==> config.mk <==
export PLATFORM = sky130hd
export DESIGN_NAME = bmp_rle8_decoder_unit
export DESIGN_NICKNAME = d
export VERILOG_FILES = /design/src/sv/bmprle_pkg.sv /design/src/sv/bmprle_apb_regs.sv /design/src/sv/bmprle_core.sv /design/src/sv/bmp_rle8_decoder_unit.sv
export SDC_FILE = /design/constraint.sdc
export NUM_CORES = 1
export LEC_CHECK = 0
export BUFFER_PORTS_ARGS = -buffer_cell sky130_fd_sc_hd__clkbuf_2
export CAP_MARGIN = 20
export CELL_PAD_IN_SITES_DETAIL_PLACEMENT = 1
export CELL_PAD_IN_SITES_GLOBAL_PLACEMENT = 1
export CORE_UTILIZATION = 43
export DETAILED_ROUTE_END_ITERATION = 10
export GPL_TIMING_DRIVEN = 0
export PLACE_DENSITY_LB_ADDON = 0.1
export SYNTH_ARGS = -nofsm -noshare
export SYNTH_HDL_FRONTEND = slang
export SYNTH_HIERARCHICAL = 1
export SYNTH_SLANG_ARGS = --single-unit
export TNS_END_PERCENT = 5
==> constraint.sdc <==
create_clock -name clk -period 4.5 [get_ports clk]
set_input_delay 0.45 -clock clk [delete_from_list [all_inputs] [get_ports clk]]
set_output_delay 0.45 -clock clk [all_outputs]
set_load 0.05 [all_outputs]
==> src/sv/bmprle_pkg.sv <==
`timescale 1ns / 1ps
// ----------------------------------------------------------------------------
// bmprle_pkg
// Shared types and constants of the BMP RLE8 decoder: register widths,
// finish reason codes and the run descriptor that leaves the decode step.
// ----------------------------------------------------------------------------
package bmprle_pkg;

    // Configuration register width and bus address width
    localparam int REG_W   = 31;
    localparam int DATA_W  = 32;
    localparam int ADDR_W  = 3;

    // Default width of the byte budget counters
    localparam int BUDGET_WIDTH_DEF = 32;

    // Finish reason codes
    localparam logic [1:0] FIN_EOB = 2'd0;   // end-of-bitmap escape
    localparam logic [1:0] FIN_OUT = 2'd1;   // output budget spent
    localparam logic [1:0] FIN_IN  = 2'd2;   // input budget spent

    // Configuration register contents
    typedef struct packed {
        logic [REG_W-1:0] output_limit;
        logic [REG_W-1:0] input_length;
    } cfg_t;

    // One run descriptor
    typedef struct packed {
        logic [7:0] pixel_value;
        logic [7:0] repeat_count;
        logic       line_end;
        logic       finished;
        logic [1:0] finish_reason;
    } run_t;

endpackage

==> src/sv/bmprle_apb_regs.sv <==
`timescale 1ns / 1ps
// ----------------------------------------------------------------------------
// bmprle_apb_regs
// APB register file holding the output byte budget and the compressed
// input byte budget.
// ----------------------------------------------------------------------------
module bmprle_apb_regs
    import bmprle_pkg::*;
(
    input  logic              clk,
    input  logic              rst_n,
    input  logic              psel,
    input  logic              penable,
    input  logic              pwrite,
    input  logic [ADDR_W-1:0] paddr,
    input  logic [DATA_W-1:0] pwdata,
    output logic [DATA_W-1:0] prdata,
    output logic              pready,
    output cfg_t              cfg
);

    localparam logic REG_OUTPUT_LIMIT = 1'b0;
    localparam logic REG_INPUT_LENGTH = 1'b1;

    logic             reg_sel;
    logic             wr_en;
    logic [REG_W-1:0] output_limit_reg;
    logic [REG_W-1:0] input_length_reg;

    // Decode the word address
    assign reg_sel = paddr[ADDR_W-1];
    assign wr_en   = psel && penable && pwrite;
    assign pready  = 1'b1;

    // Write on the access phase of a write transaction
    always_ff @(posedge clk or negedge rst_n)
    begin
        if (!rst_n)
        begin
            output_limit_reg <= '0;
            input_length_reg <= '0;
        end
        else if (wr_en)
        begin
            unique case (reg_sel)
                REG_OUTPUT_LIMIT: output_limit_reg <= pwdata[REG_W-1:0];
                REG_INPUT_LENGTH: input_length_reg <= pwdata[REG_W-1:0];
                default:          ;
            endcase
        end
    end

    // Read back
    always_comb
    begin
        unique case (reg_sel)
            REG_OUTPUT_LIMIT: prdata = DATA_W'(output_limit_reg);
            REG_INPUT_LENGTH: prdata = DATA_W'(input_length_reg);
            default:          prdata = '0;
        endcase
    end

    assign cfg.output_limit = output_limit_reg;
    assign cfg.input_length = input_length_reg;

endmodule

==> src/sv/bmprle_core.sv <==
`timescale 1ns / 1ps
// ----------------------------------------------------------------------------
// bmprle_core
// Decode step of the RLE8 command stream: command phase, held
// count, literal length, line offset and the two byte budget counters.
// ----------------------------------------------------------------------------
module bmprle_core
    import bmprle_pkg::*;
#(
    parameter int BUDGET_WIDTH = BUDGET_WIDTH_DEF
)
(
    input  logic       clk,
    input  logic       rst_n,
    input  logic       step_en,
    input  logic       frame_start,
    input  logic [7:0] code_byte,
    input  cfg_t       cfg,
    output logic       res_valid,
    output run_t       res
);

    localparam logic [2:0] PH_COUNT   = 3'd0;
    localparam logic [2:0] PH_VALUE   = 3'd1;
    localparam logic [2:0] PH_LITERAL = 3'd2;
    localparam logic [2:0] PH_PAD     = 3'd3;
    localparam logic [2:0] PH_DONE    = 3'd4;

    localparam int EW = (BUDGET_WIDTH > REG_W) ? BUDGET_WIDTH : REG_W;
    localparam logic [EW-1:0] BUDGET_MAX = EW'({BUDGET_WIDTH{1'b1}});

    logic [2:0]              phase_reg,    phase_next;
    logic [7:0]              held_reg,     held_next;
    logic [7:0]              lit_reg,      lit_next;
    logic                    pad_reg,      pad_next;
    logic [1:0]              lo_reg,       lo_next;
    logic [BUDGET_WIDTH-1:0] out_rem_reg,  out_rem_next;
    logic [BUDGET_WIDTH-1:0] in_rem_reg,   in_rem_next;

    logic [2:0]              eff_phase;
    logic [1:0]              eff_lo;
    logic [BUDGET_WIDTH-1:0] eff_out;
    logic [BUDGET_WIDTH-1:0] eff_in;
    logic [8:0]              out_amt;
    logic [8:0]              in_amt;
    logic [1:0]              pad_len;

    // Saturate a register value into the counter range
    function automatic logic [BUDGET_WIDTH-1:0] clamp_budget(input logic [REG_W-1:0] v);
        logic [EW-1:0] ext;
        ext = EW'(v);
        return (ext > BUDGET_MAX) ? BUDGET_WIDTH'(BUDGET_MAX) : BUDGET_WIDTH'(ext);
    endfunction

    // Subtract, stopping at zero
    function automatic logic [BUDGET_WIDTH-1:0] sat_sub(input logic [BUDGET_WIDTH-1:0] x,
                                                        input logic [8:0] n);
        logic [BUDGET_WIDTH-1:0] n_ext;
        n_ext = BUDGET_WIDTH'(n);
        return (x > n_ext) ? (x - n_ext) : '0;
    endfunction

    // Start of frame resets the phase and line offset and reloads the budgets
    assign eff_phase = frame_start ? PH_COUNT : phase_reg;
    assign eff_lo    = frame_start ? 2'd0 : lo_reg;
    assign eff_out   = frame_start ? clamp_budget(cfg.output_limit) : out_rem_reg;
    assign eff_in    = frame_start ? clamp_budget(cfg.input_length) : in_rem_reg;
    assign pad_len   = 2'd0 - eff_lo;

    // Decode one byte
    always_comb
    begin
        phase_next = eff_phase;
        held_next  = held_reg;
        lit_next   = lit_reg;
        pad_next   = pad_reg;
        lo_next    = eff_lo;
        out_amt    = '0;
        in_amt     = '0;
        res_valid  = 1'b0;
        res        = '0;

        unique case (eff_phase)
            PH_COUNT:
            begin
                if (eff_out == '0)
                begin
                    phase_next        = PH_DONE;
                    res_valid         = 1'b1;
                    res.finished      = 1'b1;
                    res.finish_reason = FIN_OUT;
                end
                else if (eff_in == '0)
                begin
                    phase_next        = PH_DONE;
                    res_valid         = 1'b1;
                    res.finished      = 1'b1;
                    res.finish_reason = FIN_IN;
                end
                else
                begin
                    held_next  = code_byte;
                    in_amt     = 9'd1;
                    phase_next = PH_VALUE;
                end
            end

            PH_VALUE:
            begin
                in_amt = 9'd1;
                if (held_reg != 8'd0)
                begin
                    // Encoded run
                    out_amt          = {1'b0, held_reg};
                    lo_next          = eff_lo + held_reg[1:0];
                    phase_next       = PH_COUNT;
                    res_valid        = 1'b1;
                    res.pixel_value  = code_byte;
                    res.repeat_count = held_reg;
                end
                else if (code_byte > 8'd2)
                begin
                    // Absolute literal: charge the whole length up front
                    lit_next   = code_byte;
                    pad_next   = code_byte[0];
                    in_amt     = {1'b0, code_byte} + 9'd1;
                    out_amt    = {1'b0, code_byte};
                    lo_next    = eff_lo + code_byte[1:0];
                    phase_next = PH_LITERAL;
                end
                else if (code_byte == 8'd0)
                begin
                    // End of line: pad to a 4-byte offset
                    out_amt          = 9'(pad_len);
                    lo_next          = 2'd0;
                    phase_next       = PH_COUNT;
                    res_valid        = 1'b1;
                    res.repeat_count = 8'(pad_len);
                    res.line_end     = 1'b1;
                end
                else if (code_byte == 8'd1)
                begin
                    // End of bitmap
                    phase_next        = PH_DONE;
                    res_valid         = 1'b1;
                    res.finished      = 1'b1;
                    res.finish_reason = FIN_EOB;
                end
                else
                begin
                    // Delta: consume and drop
                    phase_next = PH_COUNT;
                end
            end

            PH_LITERAL:
            begin
                lit_next         = lit_reg - 8'd1;
                if (lit_next == 8'd0)
                begin
                    phase_next = pad_reg ? PH_PAD : PH_COUNT;
                end
                res_valid        = 1'b1;
                res.pixel_value  = code_byte;
                res.repeat_count = 8'd1;
            end

            PH_PAD:
            begin
                pad_next   = 1'b0;
                phase_next = PH_COUNT;
            end

            default:
            begin
                phase_next = PH_DONE;
            end
        endcase

        out_rem_next = sat_sub(eff_out, out_amt);
        in_rem_next  = sat_sub(eff_in, in_amt);
    end

    // Advance the state once per byte
    always_ff @(posedge clk or negedge rst_n)
    begin
        if (!rst_n)
        begin
            phase_reg   <= PH_COUNT;
            held_reg    <= '0;
            lit_reg     <= '0;
            pad_reg     <= 1'b0;
            lo_reg      <= '0;
            out_rem_reg <= '0;
            in_rem_reg  <= '0;
        end
        else if (step_en)
        begin
            phase_reg   <= phase_next;
            held_reg    <= held_next;
            lit_reg     <= lit_next;
            pad_reg     <= pad_next;
            lo_reg      <= lo_next;
            out_rem_reg <= out_rem_next;
            in_rem_reg  <= in_rem_next;
        end
    end

`ifndef SYNTHESIS
    // Once finished, only a frame start brings results back
    assert property (@(posedge clk) disable iff (!rst_n)
        (step_en && !frame_start && phase_reg == PH_DONE) |-> !res_valid)
        else $error("result produced after finish");

    // Every literal byte gives a single-copy run
    assert property (@(posedge clk) disable iff (!rst_n)
        (step_en && !frame_start && phase_reg == PH_LITERAL)
        |-> (res_valid && res.repeat_count == 8'd1))
        else $error("literal byte lost");

    // The pad byte is skipped and returns to command parsing
    assert property (@(posedge clk) disable iff (!rst_n)
        (step_en && !frame_start && phase_reg == PH_PAD)
        |=> (phase_reg == PH_COUNT))
        else $error("pad byte not followed by a command");
`endif

endmodule

==> src/sv/bmp_rle8_decoder_unit.sv <==
`timescale 1ns / 1ps
// ----------------------------------------------------------------------------
// bmp_rle8_decoder_unit
// BMP RLE8 stream decoder: compressed bytes in, run descriptors out.
// ----------------------------------------------------------------------------
// Usage: the decoder takes one compressed byte per cycle while byte_stall is
// low and returns at most one run descriptor (value plus repeat count) per
// byte; each byte passes the input register, then the decode step that writes
// the result register. The decode step with its two byte budget counters is
// the single stage that sets this rate. byte_stall rises only when both the
// input register and the result register are full and run_stall is high.
// Program output_limit (address 0) and input_length (address 4) while idle;
// both budgets are loaded into the counters on a byte with frame_start set,
// not on the register write. After a finish result the decoder drops bytes
// until the next frame_start.
// ----------------------------------------------------------------------------
module bmp_rle8_decoder_unit
    import bmprle_pkg::*;
#(
    parameter int BUDGET_WIDTH = BUDGET_WIDTH_DEF
)
(
    input  logic              clk,
    input  logic              rst_n,
    // Configuration port
    input  logic              psel,
    input  logic              penable,
    input  logic              pwrite,
    input  logic [ADDR_W-1:0] paddr,
    input  logic [DATA_W-1:0] pwdata,
    output logic [DATA_W-1:0] prdata,
    output logic              pready,
    // Compressed byte channel
    input  logic              byte_valid,
    output logic              byte_stall,
    input  logic              frame_start,
    input  logic [7:0]        code_byte,
    // Run descriptor channel
    output logic              run_valid,
    input  logic              run_stall,
    output logic [7:0]        pixel_value,
    output logic [7:0]        repeat_count,
    output logic              line_end,
    output logic              finished,
    output logic [1:0]        finish_reason
);

    cfg_t       cfg;
    logic       s1_valid_reg;
    logic       s1_frame_start_reg;
    logic [7:0] s1_code_byte_reg;
    logic       advance;
    logic       step_en;
    logic       res_valid;
    run_t       res;
    logic       run_valid_reg;
    run_t       run_data_reg;

    bmprle_apb_regs u_regs (
        .clk     (clk),
        .rst_n   (rst_n),
        .psel    (psel),
        .penable (penable),
        .pwrite  (pwrite),
        .paddr   (paddr),
        .pwdata  (pwdata),
        .prdata  (prdata),
        .pready  (pready),
        .cfg     (cfg)
    );

    // The decode step moves whenever the result register can take a value
    assign advance    = !run_valid_reg || !run_stall;
    assign step_en    = s1_valid_reg && advance;
    assign byte_stall = s1_valid_reg && !advance;

    // Input register
    always_ff @(posedge clk or negedge rst_n)
    begin
        if (!rst_n)
        begin
            s1_valid_reg <= 1'b0;
        end
        else if (!byte_stall)
        begin
            s1_valid_reg <= byte_valid;
        end
    end

    always_ff @(posedge clk)
    begin
        if (!byte_stall)
        begin
            s1_frame_start_reg <= frame_start;
            s1_code_byte_reg   <= code_byte;
        end
    end

    bmprle_core #(
        .BUDGET_WIDTH (BUDGET_WIDTH)
    ) u_core (
        .clk         (clk),
        .rst_n       (rst_n),
        .step_en     (step_en),
        .frame_start (s1_frame_start_reg),
        .code_byte   (s1_code_byte_reg),
        .cfg         (cfg),
        .res_valid   (res_valid),
        .res         (res)
    );

    // Result register
    always_ff @(posedge clk or negedge rst_n)
    begin
        if (!rst_n)
        begin
            run_valid_reg <= 1'b0;
        end
        else if (advance)
        begin
            run_valid_reg <= s1_valid_reg && res_valid;
        end
    end

    always_ff @(posedge clk)
    begin
        if (advance)
        begin
            run_data_reg <= res;
        end
    end

    assign run_valid     = run_valid_reg;
    assign pixel_value   = run_data_reg.pixel_value;
    assign repeat_count  = run_data_reg.repeat_count;
    assign line_end      = run_data_reg.line_end;
    assign finished      = run_data_reg.finished;
    assign finish_reason = run_data_reg.finish_reason;

`ifndef SYNTHESIS
    // Back-pressure on the input comes only from a stalled, full result
    assert property (@(posedge clk) disable iff (!rst_n)
        byte_stall |-> (run_valid && run_stall))
        else $error("input stalled without output back-pressure");

    // A finish result carries no pixels
    assert property (@(posedge clk) disable iff (!rst_n)
        (run_valid && finished)
        |-> (pixel_value == 8'd0 && repeat_count == 8'd0 && !line_end))
        else $error("finish result carries pixels");

    // A reason is reported only with a finish
    assert property (@(posedge clk) disable iff (!rst_n)
        (run_valid && !finished) |-> (finish_reason == FIN_EOB))
        else $error("finish reason without finish");

    // Line padding is zeros, at most three of them
    assert property (@(posedge clk) disable iff (!rst_n)
        (run_valid && line_end)
        |-> (pixel_value == 8'd0 && repeat_count < 8'd4 && !finished))
        else $error("bad end-of-line padding");
`endif

endmodule

==> flow_metrics.py <==
metrics = {
    "status": {
        "outcome": "finished, violations left",
        "violations": "hold timing, setup timing",
    },
    "pwr": {
        "powerDensity_nw_per_um2": 601,
        "power_w": 0.00857,
        "p_leak_nw": 5.96,
        "p_sw_w": 0.00390,
        "p_sw_share_pct": 45.5,
        "pwr-share-clk_pct": 18.9,
        "pwr-share-comb_pct": 46.5,
        "seq_power_share_pct": 34.6,
        "ir_worst_vdd_mv": 0.272,
        "internal_power_w": 0.00467,
    },
    "grt": {
        "grt_pass1_wl_microns": 65400,
        "grt_use_met1_pct": 40.2,
        "grtUsageMet3_pct": 3.54,
        "grt_max_degree": 85,
        "grt_use_met2_pct": 52.4,
        "overflow": 0,
        "busiest_layer": "met2",
        "grtUsageTotal_pct": 31.3,
        "grt_antenna_before_repair": 1,
        "grt_pass1_vias": 10900,
    },
    "place": {
        "place_hpwl_microns": 30000,
        "place_inst": 1611,
        "pre_cts_ws_ns": -2.31,
        "place.gp.congestion": 0.904,
        "port-buffer-count": 99,
    },
    "synth": {
        "yosys.area.top_type": "dfrtp_1",
        "synthesis.area_sq_um": 11700,
        "ys_seq_area_share_pct": 39.6,
        "syn_avg_cell_area_sq_um": 9.93,
        "synth-seq-cells": 179,
        "netlist_instances": 1176,
        "synth.area.top_cells": "dfrtp_1, edfxtp_1, mux2_2",
        "synth_edf_count": 29,
        "synth_top_area_share_pct": 32.2,
        "async_reset_ff_share_pct": 83.8,
        "synth_flop_cell": "dfrtp_1",
        "ys_warn_count": 6,
        "synth.distinct_cells": 90,
        "syn_nets": 1254,
    },
    "clock_tree": {
        "cts_hold_buf": 0,
        "root_buffer": "clkbuf_16",
        "cts.sinks": 179,
        "tritoncts": "built",
        "cts.clk_slew.worst_paths_ns": 0.08,
        "clk_path_buf_depth": 2,
        "cts_buffers": 17,
        "clock_latency_ns": 0.45,
        "htreeDepth": 4,
    },
    "drt": {
        "initialDrtViolationCount": 845,
        "drt_wl_total_microns": 43200,
        "vias_per_cell": 6.31,
        "vias": 10500,
        "routedWlPerCell_microns": 26.0,
        "firstDrtPassIters": 5,
        "drc": 0,
        "antenna_left": 0,
    },
    "floorplan": {
        "ios": 106,
        "rows": 59,
        "die_w_microns": 167,
        "core_sq_um": 26400,
        "start_util_pct": 44.3,
        "die_h_microns": 167,
        "dieArea_sq_um": 27800,
    },
    "cells_and_area": {
        "multi_input_area_sq_um": 7170,
        "instances_no_fill": 1661,
        "layout_commonest_cell": "dfrtp_1",
        "final_cell_mix": "dfrtp_1, clkbuf_2, nor2_1",
        "drive_gt1_share_pct": 31.2,
        "num-fill-cells": 2918,
        "nets": 1391,
        "area_delta_synth_final_pct": 22.0,
        "ff_latch_area_sq_um": 4620,
        "antenna_cells": 0,
    },
    "setup_path": {
        "endpoint_kind": "flop",
        "r2r_setup_slack_ns": -0.28,
        "reg2regPathDepth": 19,
        "rr_endpoint": "u_core/in_rem_reg[22]",
        "worstSetupPathType": "reg -> reg",
        "crit_required_ns": 4.84,
        "worst-path-max-fanout": 6,
        "start_kind": "flop",
        "r2r-start": "u_core/in_rem_reg[9]",
        "cp.arrival_ns": 5.12,
    },
    "sta": {
        "slew_violations": 0,
        "slew_headroom_pct": 26.2,
        "setup_ws_ns": -0.279,
        "fin_worst_skew_ns": 0.0134,
        "finalCritPeriodShare_pct": 106,
        "setup_violations": 37,
        "holdWs_ns": -0.00778,
        "hold_viol": 2,
        "tightest_slew_ns": 1.09,
        "layout_min_cycle_time_ns": 4.78,
        "timing.fmax_ghz": 0.209,
        "rsz0062_at_grt": "true",
    },
    "min_path": {
        "min_path_type": "in -> async",
    },
    "run": {
        "maxCapViolations": 0,
    },
}
layout make-up:
| class | instances | area share, % |
|---|---|---|
| plain buffers | 64 | 4.01 |
| well taps | 335 | 2.94 |
| multi-input cells | 896 | 50.3 |
| clock inverters | 15 | 1.40 |
| repair buffers | 125 | 5.10 |
| inverters | 30 | 0.790 |
| flip-flops and latches | 179 | 32.5 |
| clock buffers | 17 | 2.99 |
power groups by stage:
stage          combinational, W  clock (W)  sequential (W)
2_1_floorplan           0.00251          0         0.00287
3_3_place_gp            0.00345          0         0.00288
3_5_place_dp            0.00354          0         0.00291
4_1_cts                 0.00374    0.00165         0.00291
5_1_grt                 0.00428    0.00170         0.00303
6_report                0.00398    0.00162         0.00296
worst max-delay path, cell delays in order, from the launching register on:
cell and delay [ns]:
dfrtp_1 0.46, or4_4 0.59, or4_4 0.47, nor4_4 0.16
a31oi_2 0.08, or4_4 0.54, and2_4 0.17, a21o_1 0.20
ha_2 0.21, fa_2 0.36, nor2b_2 0.14, o31a_1 0.18
o311a_4 0.23, nor3b_4 0.05, buf_6 0.15, buf_6 0.12
nor3b_4 0.15, xor2_1 0.15, a22oi_1 0.16, o21ai_1 0.09
cells by family after synthesis:
family                     after synthesis  share of synthesized area [%]
xor gates and xnor gates                65                           4.88
muxes                                  127                           13.3
adders and majority gates               27                           3.02
buffers and inverters                  101                           4.06
AOI/OAI and AO/OA                      265                           15.7
and+or+nand+nor                        410                           19.3
DFF                                    179                           39.6
other                                    2                         0.0643
metrics by stage:
step | setup TNS [ns] | cell area (sq um) | utilization, % | hold slack (ns)
after global placement | -122.68 | 12600 | 47.9 | 0.463
final | -6.33 | 14200 | 54.1 | -0.00778
after detailed placement | -124.21 | 12700 | 48.0 | 0.494
after CTS | -9.42 | 13800 | 52.5 | 0.0268
after global routing | -14.96 | 14200 | 54.1 | 0.0393
after floorplan | -0.00529 | 11700 | - | 0.154
synth_stat cells (all sizes together), types with 5 or more instances:
master / n
nor4b: 14
nor3: 47
nand2: 69
nor2: 101
mux2i: 16
o32a: 5
edfxtp: 29
nand2b: 20
nor4: 25
clkbuf: 38
o21ai: 50
ha: 25
a21oi: 63
or2: 5
a311oi: 8
or3: 8
xnor2: 42
xor2: 23
a211oi: 9
o22ai: 13
mux2: 111
nand3b: 8
buf: 33
nor3b: 31
nand3: 20
a22oi: 6
and2: 16
o31ai: 8
o2bb2ai: 35
nand4: 5
or4: 7
o221ai: 9
inv: 30
o21a: 5
nor2b: 20
dfrtp: 150
a21o: 9
worst max-delay path by stage:
stage                               startpoint                endpoint  slack [ns]  cells after the start
after floorplan             s1_frame_start_reg   u_core/in_rem_reg[30]      -0.005                     19
after global placement      s1_frame_start_reg  u_core/out_rem_reg[24]       -2.33                     18
after detailed placement    s1_frame_start_reg  u_core/out_rem_reg[29]       -2.31                     18
after CTS                   s1_frame_start_reg   u_core/in_rem_reg[22]       -0.36                     20
after global routing        s1_frame_start_reg   u_core/in_rem_reg[30]       -0.45                     21
final                     u_core/in_rem_reg[9]   u_core/in_rem_reg[22]       -0.28                     19
layer usage:
metal  share of wire [%]  routed length [microns]
met1                  43                    18400
met5               0.030                       13
met2                  48                    20900
met3                 4.1                     1790
met4                 4.7                     2040
timing repair:
item	4_1_cts	5_1_grt
pin swaps	21	13
resized for setup	108	79
setup buffers	19	6
endpoints found under the setup margin	64	61
hold endpoints to repair	0	0
Power figures use the tool's default switching activity.
